<file path="src/rtl/core/sbda_pkg.sv">
// Shared types, constants and helpers for the signed binary to decimal ASCII converter.
`default_nettype none
package sbda_pkg;

  localparam int VALUE_WIDTH_DEF = 64;
  localparam int CHAR_W          = 7;

  localparam logic [CHAR_W-1:0] ASCII_ZERO  = 7'd48;
  localparam logic [CHAR_W-1:0] ASCII_MINUS = 7'd45;
  localparam logic [CHAR_W-1:0] ASCII_NINE  = 7'd57;

  // decimal digits needed for 2^(w-1), the largest magnitude at width w
  function automatic int dec_digits(input int w);
    logic [64:0] v;
    int          n;
    v = 65'd1 << (w - 1);
    n = 0;
    for (int i = 0; i < 21; i++) begin
      if (v != 65'd0) begin
        v = v / 10;
        n = n + 1;
      end
    end
    return n;
  endfunction

  typedef enum logic [2:0] {
    ST_IDLE,
    ST_CONV,
    ST_SKIP,
    ST_SIGN,
    ST_DIGIT
  } state_t;

  typedef struct packed {
    logic load;
    logic step;
    logic skip;
    logic emit_sign;
    logic emit_digit;
  } ctrl_cmd_t;

  typedef struct packed {
    logic conv_done;
    logic top_zero;
    logic one_left;
    logic neg;
    logic out_free;
  } dp_stat_t;

endpackage
`default_nettype wire

</file>
<file path="src/rtl/core/sbda_ctrl.sv">
// Sequencer for load, shift-add-3 conversion, leading-zero skip and character output.
`default_nettype none
module sbda_ctrl (
  input  wire logic                clk,
  input  wire logic                rst_n,
  input  wire logic                in_valid,
  output logic                     in_ready,
  input  wire sbda_pkg::dp_stat_t  stat,
  output sbda_pkg::ctrl_cmd_t      cmd
);

  sbda_pkg::state_t state_r, state_nxt;

  always_ff @(posedge clk) begin
    if (!rst_n) begin
      state_r <= sbda_pkg::ST_IDLE;
    end else begin
      state_r <= state_nxt;
    end
  end

  always_comb begin
    state_nxt = state_r;
    cmd       = '0;
    in_ready  = 1'b0;
    unique case (state_r)
      sbda_pkg::ST_IDLE: begin
        in_ready = 1'b1;
        if (in_valid) begin
          cmd.load  = 1'b1;
          state_nxt = sbda_pkg::ST_CONV;
        end
      end
      sbda_pkg::ST_CONV: begin
        cmd.step = 1'b1;
        if (stat.conv_done) begin
          state_nxt = sbda_pkg::ST_SKIP;
        end
      end
      sbda_pkg::ST_SKIP: begin
        if (stat.top_zero && !stat.one_left) begin
          cmd.skip = 1'b1;
        end else if (stat.neg) begin
          state_nxt = sbda_pkg::ST_SIGN;
        end else begin
          state_nxt = sbda_pkg::ST_DIGIT;
        end
      end
      sbda_pkg::ST_SIGN: begin
        if (stat.out_free) begin
          cmd.emit_sign = 1'b1;
          state_nxt     = sbda_pkg::ST_DIGIT;
        end
      end
      sbda_pkg::ST_DIGIT: begin
        if (stat.out_free) begin
          cmd.emit_digit = 1'b1;
          if (stat.one_left) begin
            state_nxt = sbda_pkg::ST_IDLE;
          end
        end
      end
      default: begin
        state_nxt = sbda_pkg::ST_IDLE;
      end
    endcase
  end

endmodule
`default_nettype wire

</file>
<file path="src/rtl/core/sbda_dp.sv">
// Datapath: magnitude and BCD registers, counters and the output register.
`default_nettype none
module sbda_dp #(
  parameter int VALUE_WIDTH = sbda_pkg::VALUE_WIDTH_DEF
) (
  input  wire logic                          clk,
  input  wire logic                          rst_n,
  input  wire logic [VALUE_WIDTH-1:0]        in_value,
  input  wire sbda_pkg::ctrl_cmd_t           cmd,
  output sbda_pkg::dp_stat_t                 stat,
  output logic                               out_valid,
  input  wire logic                          out_ready,
  output logic [sbda_pkg::CHAR_W-1:0]        out_character,
  output logic                               out_last_char
);

  localparam int ND = sbda_pkg::dec_digits(VALUE_WIDTH);
  localparam int BW = 4 * ND;
  localparam int CW = $clog2(VALUE_WIDTH);
  localparam int DW = $clog2(ND + 1);

  logic [VALUE_WIDTH-1:0]       bin_r, bin_nxt;
  logic [BW-1:0]                bcd_r, bcd_nxt;
  logic [BW-1:0]                bcd_adj;
  logic [CW-1:0]                cnt_r, cnt_nxt;
  logic [DW-1:0]                dig_left_r, dig_left_nxt;
  logic                         neg_r, neg_nxt;
  logic                         out_valid_r, out_valid_nxt;
  logic [sbda_pkg::CHAR_W-1:0]  out_char_r, out_char_nxt;
  logic                         out_last_r, out_last_nxt;
  logic [3:0]                   top_digit;

  assign top_digit = bcd_r[BW-1 -: 4];

  always_comb begin
    for (int d = 0; d < ND; d++) begin
      if (bcd_r[4*d +: 4] >= 4'd5) begin
        bcd_adj[4*d +: 4] = bcd_r[4*d +: 4] + 4'd3;
      end else begin
        bcd_adj[4*d +: 4] = bcd_r[4*d +: 4];
      end
    end
  end

  always_comb begin
    bin_nxt       = bin_r;
    bcd_nxt       = bcd_r;
    cnt_nxt       = cnt_r;
    dig_left_nxt  = dig_left_r;
    neg_nxt       = neg_r;
    out_char_nxt  = out_char_r;
    out_last_nxt  = out_last_r;
    out_valid_nxt = out_valid_r && !out_ready;
    if (cmd.load) begin
      neg_nxt      = in_value[VALUE_WIDTH-1];
      bin_nxt      = in_value[VALUE_WIDTH-1] ? VALUE_WIDTH'(~in_value + 1'b1) : in_value;
      bcd_nxt      = '0;
      cnt_nxt      = '0;
      dig_left_nxt = DW'(ND);
    end
    if (cmd.step) begin
      bcd_nxt = {bcd_adj[BW-2:0], bin_r[VALUE_WIDTH-1]};
      bin_nxt = {bin_r[VALUE_WIDTH-2:0], 1'b0};
      cnt_nxt = cnt_r + 1'b1;
    end
    if (cmd.skip || cmd.emit_digit) begin
      bcd_nxt      = {bcd_r[BW-5:0], 4'b0000};
      dig_left_nxt = dig_left_r - 1'b1;
    end
    if (cmd.emit_sign) begin
      out_valid_nxt = 1'b1;
      out_char_nxt  = sbda_pkg::ASCII_MINUS;
      out_last_nxt  = 1'b0;
    end
    if (cmd.emit_digit) begin
      out_valid_nxt = 1'b1;
      out_char_nxt  = sbda_pkg::ASCII_ZERO + {3'b000, top_digit};
      out_last_nxt  = (dig_left_r == DW'(1));
    end
  end

  always_ff @(posedge clk) begin
    if (!rst_n) begin
      out_valid_r <= 1'b0;
    end else begin
      out_valid_r <= out_valid_nxt;
    end
    bin_r      <= bin_nxt;
    bcd_r      <= bcd_nxt;
    cnt_r      <= cnt_nxt;
    dig_left_r <= dig_left_nxt;
    neg_r      <= neg_nxt;
    out_char_r <= out_char_nxt;
    out_last_r <= out_last_nxt;
  end

  assign stat.conv_done = (cnt_r == CW'(VALUE_WIDTH - 1));
  assign stat.top_zero  = (top_digit == 4'd0);
  assign stat.one_left  = (dig_left_r == DW'(1));
  assign stat.neg       = neg_r;
  assign stat.out_free  = !out_valid_r || out_ready;

  assign out_valid     = out_valid_r;
  assign out_character = out_char_r;
  assign out_last_char = out_last_r;

endmodule
`default_nettype wire

</file>
<file path="src/rtl/core/signed_binary_to_decimal_ascii.sv">
// Top level of the signed binary to decimal ASCII converter.
// Converts one signed VALUE_WIDTH-bit number into its decimal text, one ASCII character per
// output beat, most significant first, with a leading '-' for negative values and
// out_last_char set on the final digit. A number is accepted, then runs VALUE_WIDTH steps
// of the one-bit-per-cycle shift-add-3 loop, then skips leading zero digits one at a time,
// then sends a minus sign for negative values and the digits; output stalls hold those sends.
// Skipped and sent digits always number 19 together at VALUE_WIDTH 64. in_ready is high only
// between numbers; the final character may still sit in the output register while the next
// number is taken.
`default_nettype none
module signed_binary_to_decimal_ascii #(
  parameter int VALUE_WIDTH = sbda_pkg::VALUE_WIDTH_DEF
) (
  input  wire logic                          clk,
  input  wire logic                          rst_n,
  input  wire logic                          in_valid,
  output logic                               in_ready,
  input  wire logic [VALUE_WIDTH-1:0]        in_value,
  output logic                               out_valid,
  input  wire logic                          out_ready,
  output logic [sbda_pkg::CHAR_W-1:0]        out_character,
  output logic                               out_last_char
);

  sbda_pkg::ctrl_cmd_t cmd;
  sbda_pkg::dp_stat_t  stat;

  sbda_ctrl u_ctrl (
    .clk      (clk),
    .rst_n    (rst_n),
    .in_valid (in_valid),
    .in_ready (in_ready),
    .stat     (stat),
    .cmd      (cmd)
  );

  sbda_dp #(
    .VALUE_WIDTH (VALUE_WIDTH)
  ) u_dp (
    .clk           (clk),
    .rst_n         (rst_n),
    .in_value      (in_value),
    .cmd           (cmd),
    .stat          (stat),
    .out_valid     (out_valid),
    .out_ready     (out_ready),
    .out_character (out_character),
    .out_last_char (out_last_char)
  );

  // only a minus sign or a decimal digit ever leaves the block
  a_char_legal: assert property (@(posedge clk) disable iff (!rst_n)
    out_valid |-> (out_character == sbda_pkg::ASCII_MINUS) ||
                  ((out_character >= sbda_pkg::ASCII_ZERO) &&
                   (out_character <= sbda_pkg::ASCII_NINE)))
    else $error("illegal output character");

  a_minus_not_last: assert property (@(posedge clk) disable iff (!rst_n)
    (out_valid && (out_character == sbda_pkg::ASCII_MINUS)) |-> !out_last_char)
    else $error("minus sign flagged as last");

  // a new number is not taken straight after one has been accepted
  a_busy_after_accept: assert property (@(posedge clk) disable iff (!rst_n)
    (in_valid && in_ready) |=> !in_ready)
    else $error("input accepted during conversion");

  a_no_emit_during_conv: assert property (@(posedge clk) disable iff (!rst_n)
    cmd.step |-> !cmd.emit_digit && !cmd.emit_sign && !cmd.load)
    else $error("conversion overlaps output");

endmodule
`default_nettype wire

</file>
<file path="config.mk">
export PLATFORM = sky130hd
export DESIGN_NAME = signed_binary_to_decimal_ascii
export DESIGN_NICKNAME = d
export VERILOG_FILES = /design/src/rtl/core/sbda_pkg.sv /design/src/rtl/core/sbda_ctrl.sv /design/src/rtl/core/sbda_dp.sv /design/src/rtl/core/signed_binary_to_decimal_ascii.sv
export SDC_FILE = /design/constraint.sdc
export NUM_CORES = 1
export LEC_CHECK = 0
export ABC_AREA = 1
export BUFFER_PORTS_ARGS = -buffer_cell sky130_fd_sc_hd__buf_4
export CAP_MARGIN = 20
export CORE_MARGIN = 1.5
export CORE_UTILIZATION = 43
export CTS_CLUSTER_DIAMETER = 120
export DETAILED_ROUTE_END_ITERATION = 10
export REMOVE_ABC_BUFFERS = 1
export SETUP_SLACK_MARGIN = 0.05
export SLEW_MARGIN = 20
export SYNTH_ARGS = -nofsm -noshare
export SYNTH_HDL_FRONTEND = slang
export SYNTH_HIERARCHICAL = 1
export SYNTH_SLANG_ARGS = --single-unit
</file>
<file path="constraint.sdc">
create_clock -name clk -period 5 [get_ports clk]
set_input_delay 1 -clock clk [delete_from_list [all_inputs] [get_ports clk]]
set_output_delay 1 -clock clk [all_outputs]
set_load 0.005 [all_outputs]
</file>
# ---- Yosys cells after proc, flatten, opt, wreduce, memory -nomap -nowiden
# Cells that the tools add are included.
dict set report totals {
  ff_bits 164
  input_bits 68
  output_inout_bits 10
  wordCells 132
}
dict set report op_classes {
  add_sub_neg 23
  n_lt_le_gt_ge 19
  n_eq_ne 12
  muxes 52
  n_bitwise 1
  reduce_logical 14
}
# op n
set op_table {}
lappend op_table {{2-to-1 mux 76 bit} 3}
lappend op_table {{2-to-1 mux 64 bit} 3}
lappend op_table {{greater-or-equal comparator 4 x 3 -> 1 bit, second input constant} 19}
lappend op_table {{adder 4 x 2 -> 4 bit, second input constant} 18}
lappend op_table {{2-to-1 mux 4 bit} 18}
lappend op_table {{adder 64 x 1 -> 64 bit, second input constant} 1}
lappend op_table {{NOT 64 bit} 1}
lappend op_table {{2-to-1 mux 3 bit} 8}
lappend op_table {{case mux 3 bit (5 select lines)} 1}
lappend op_table {{2-to-1 mux 7 bit} 2}
lappend op_table {{2-to-1 mux 1 bit} 13}
lappend op_table {{2-to-1 mux 6 bit} 2}
lappend op_table {{2-to-1 mux 5 bit} 2}
lappend op_table {{!= test 2 bit, second input constant} 5}
lappend op_table {{adder 6 x 4 -> 7 bit, first input constant} 1}
lappend op_table {{adder 6 x 1 -> 6 bit, second input constant} 1}
lappend op_table {{equality test 3 x 2 -> 1 bit, second input constant} 2}
lappend op_table {{equality test 6 bit, second input constant} 1}
lappend op_table {{AND reduction 6 bit} 1}
lappend op_table {{nonzero test 2 bit} 3}
lappend op_table {{equality test 5 x 1 -> 1 bit, second input constant} 1}
lappend op_table {{subtractor 5 x 1 -> 5 bit, second input constant} 1}
lappend op_table {{logical NOT 4 bit} 1}
lappend op_table {{adder 3 x 2 -> 3 bit, second input constant} 1}
lappend op_table {{other kinds (8)} 12}

# ---- Longest topological paths before layout
dict set report depth {
  word_depth 7
  mapped_depth 13
  depth_no_buf 12
}

# ---- Modules after synthesis
# The synthesis kept the hierarchy.
# mod instances cells_each area_per_inst_um2
set by_module_without_submodules {}
lappend by_module_without_submodules {sbda_dp 1 1351 10508.8}
lappend by_module_without_submodules {sbda_ctrl 1 48 254.0}

# ---- Least setup slack after synthesis
# OpenSTA, ideal clock, no wires.
dict set report synth_timing {
  kind {input -> register}
  from {input port out_ready}
  to {register u_dp.bcd_r[10], enable pin}
  t_arrival_ns 3.300
  setup_slack_ns 1.266
  path_stages 7
  path_buffers 1
  path_cell_list {inv_1 nand2_1 inv_1 nor2_1 nor2_2 clkbuf_1 nand2_1}
}
# item line_no
set synth_rtl {}
lappend synth_rtl {{from (decl)} signed_binary_to_decimal_ascii.sv:20} ;# input wire logic out_ready,
lappend synth_rtl {{to (signal assigned)} sbda_dp.sv:89} ;# bcd_r <= bcd_nxt;
lappend synth_rtl {{to (decl)} sbda_dp.sv:23} ;# logic [BW-1:0] bcd_r, bcd_nxt;

==> impl_metrics.ini <==
[critical_path]
crit_chain = inv_1 -> ha_1 -> inv_1 -> nor3_1 -> nor2_1 -> nand3_1 -> inv_1 -> nor2_4 -> inv_2 -> nor2_4 -> inv_2 -> o32ai_1
slowest_delay_ps = 520
timing.rr.start = u_dp/dig_left_r[1]
cp_num_cells = 12
reg2reg_depth = 12
cp.required_ps = 5230
cp_common_cell = inv_1
crit_family = simple AND/OR/NAND/NOR gates
r2r_slack_ps = 1770
cp.arrival_ps = 3460
worstSetupEndpointType = flop
path_class = flop to flop
cp_max_fo = 28
path_buf_inv = 5
cp-start-kind = flop
r2r_end = u_dp/bcd_r[68]
crit_slowest_cell = nor2_4

[die]
die_h_um = 161
die_area_um2 = 26000
start_util = 0.440
io_pins = 78
row_count = 57
core-area_um2 = 24500
dieWidth_um = 161

[yosys]
synthesis.area_um2 = 10800
yosys.area.top_type = edfxtp_1
yosysWarningCount = 6
syn_inst = 1399
yosysSeqAreaShare = 0.444
synth_cell_type_count = 37
synthTopCellsByArea = edfxtp_1 43%, nand2_1 13%, nor2_1 6.3%, o21ai_0 6.0%, inv_1 5.4%
ys_ff_latch = 162
yosys.area.top_type_share = 0.427
syn_area_per_cell_um2 = 7.69

[layout]
fin_util = 0.497
area_growth_pct = 12.9
final_layout_size_suffix_gt1_frac = 0.117
nNetsFinal = 1572
antenna_cells = 0

[clock_network]
post_cts_resized = 0
cts_buffers = 17
clkTransAtPathRegs_ps = 60
clk_path_buf_depth = 2
root_buffer = clkbuf_16
cts.sinks = 162
cts_tree = built
clk_latency_ps = 430
hold_buffers = 0
cts_max_level = 4
cts_setup_buffers = 0

[placed_design]
gp_congestion = 0.927
hpwl_um = 19700
io_buffer_count = 75

[global_route]
use_met1 = 0.288
antenna_found_initial = 0
grt_usage = 0.216
overflow = 0
grt_pass1_vias = 9085
met2_usage = 0.361
busiest_layer = met2
grt_max_degree = 55
grt_pass1_wl_um = 45000
grt_use_met3 = 0.0311

[route]
route.detailed.drc = 0
via_per_inst = 5.26
dr_total_vias = 9468
initialDrtViolationCount = 862
avgRoutedWirePerCell_um = 15.3
routed_wl_um = 27500
route.antenna.remaining_nets = 0
dr.pass1.iters = 5

[run]
maxCapViolCount = 0

[sta]
rsz0062_at_grt = false
finalCriticalPeriod_ps = 3230
tns_ps = 0
min_period_over_period = 0.645
maxSlewHeadroom = 0.417
fmax_ghz = 0.310
final.setup_skew_ps = 14.6
setup_viol = 0
worst_pin_slew_ps = 873
hold_viol_final = 0
slew_violations = 0

[power]
p_int_mw = 4.20
p_leak_nw = 5.08
switching_share = 0.415
p_seq_frac = 0.404
vdd.ir_drop.worst_mv = 0.309
powerDensity_nw_per_um2 = 592
combPwrFrac = 0.421
netSwitchingPower_mw = 2.99
clockPowerShare = 0.176

[worst_hold_path]
worstHoldEndpoint = u_dp/bin_r[0]
hold_depth = 2
hold_class = flop to flop
min_from = u_dp/bin_r[0]

[status]
status = finished, final reports clean
==> layer usage <==
metal | up-vias | share of wire
met5 | - | 0
met4 | 0 | 0.017
met3 | 35 | 0.050
met2 | 275 | 0.47
met1 | 4372 | 0.46
li1 | 4786 | -
==> registers in the layout (all words and copies together) (netlist names) <==
| register | flops |
|---|---|
| u_ctrl/state_r | 3 |
| u_dp/bcd_r | 76 |
| u_dp/bin_r | 64 |
| u_dp/cnt_r | 6 |
| u_dp/dig_left_r | 5 |
| u_dp/neg_r | 1 |
| u_dp/out_character | 5 |
| u_dp/out_last_char | 1 |
| u_dp/out_valid | 1 |
==> layout make-up <==
cell class	instances	area (um^2)
Clock buffer	23	468
Clock inverter	9	82.6
Fill cell	2447	12300
Inverter	171	642
Multi-Input combinational cell	1027	5150
Sequential cell	162	4770
Tap cell	324	405
Timing Repair Buffer	83	636
==> through the flow <==
stage               area (um^2)  hold WS, ps  worst slack [ps]  instances  total power [mW]
global route              12200          495              1430       1799              7.80
finish                    12200          468              1770       1799              7.19
detailed placement        11600          457              1420       1767              5.94
floorplan                 10600          422             -1340       1360              5.03
CTS                       12200          471              1740       1799              7.23
global placement          11600          453              1500       1767              5.90
==> cells in the final DEF (no fill, tap or decap), types with 15 or more instances in the layout <==
master     instances
ha_1              42
nand2_1          358
clkbuf_16         17
o32ai_1           19
o21ai_1           33
or2_2             15
inv_1            155
xor2_1            27
edfxtp_1         153
inv_2             16
o22ai_1           25
nand3_1          105
o21ai_0          130
nor2_1           181
buf_4             82
a21oi_1           22
==> cell families after synthesis <==
family | share of synthesized area
adders and majority gates | 0.0488
AOI/OAI and AO/OA | 0.121
buffers and inverters | 0.0794
xor gates and xnor gates | 0.0228
DFF | 0.444
other | 0.000698
and+or+nand+nor | 0.283
==> synthesized netlist by cell type (all sizes together) <==
cell	instances
o32ai	19
or2	15
nor2	197
a32o	1
nand3	106
ha	42
nand4	14
nand2	367
conb	2
xnor2	1
o21ai	167
dfxtp	9
inv	171
and2	1
a31oi	1
nor4	2
edfxtp	153
buf	21
a21oi	22
xor2	27
nand3b	3
o22ai	25
nor3	15
clkbuf	18
==> worst min-delay path, cell delays in order (launching register included) <==
cell and delay, ps:
dfxtp_1 300, inv_1 60, o22ai_1 70
==> worst max path at each step <==
stage / from / to
3_5_place_dp: out_ready / u_dp/bcd_r[68]
3_3_place_gp: out_ready / u_dp/bcd_r[60]
2_1_floorplan: u_ctrl/state_r[0] / u_dp/bcd_r[10]
6_report: u_dp/dig_left_r[1] / u_dp/bcd_r[68]
5_1_grt: u_dp/dig_left_r[1] / u_dp/bcd_r[68]
4_1_cts: u_dp/dig_left_r[1] / u_dp/bcd_r[68]
==> power groups by stage <==
stage / logic [mW] / clock network [mW] / registers, mW
floorplan: 2.17 / 0 / 2.87
global placement: 2.98 / 0 / 2.91
detailed placement: 3.02 / 0 / 2.91
CTS: 3.04 / 1.29 / 2.90
global route: 3.48 / 1.34 / 2.98
finish: 3.03 / 1.26 / 2.90
No activity file was read; power rests on OpenSTA's default activity.
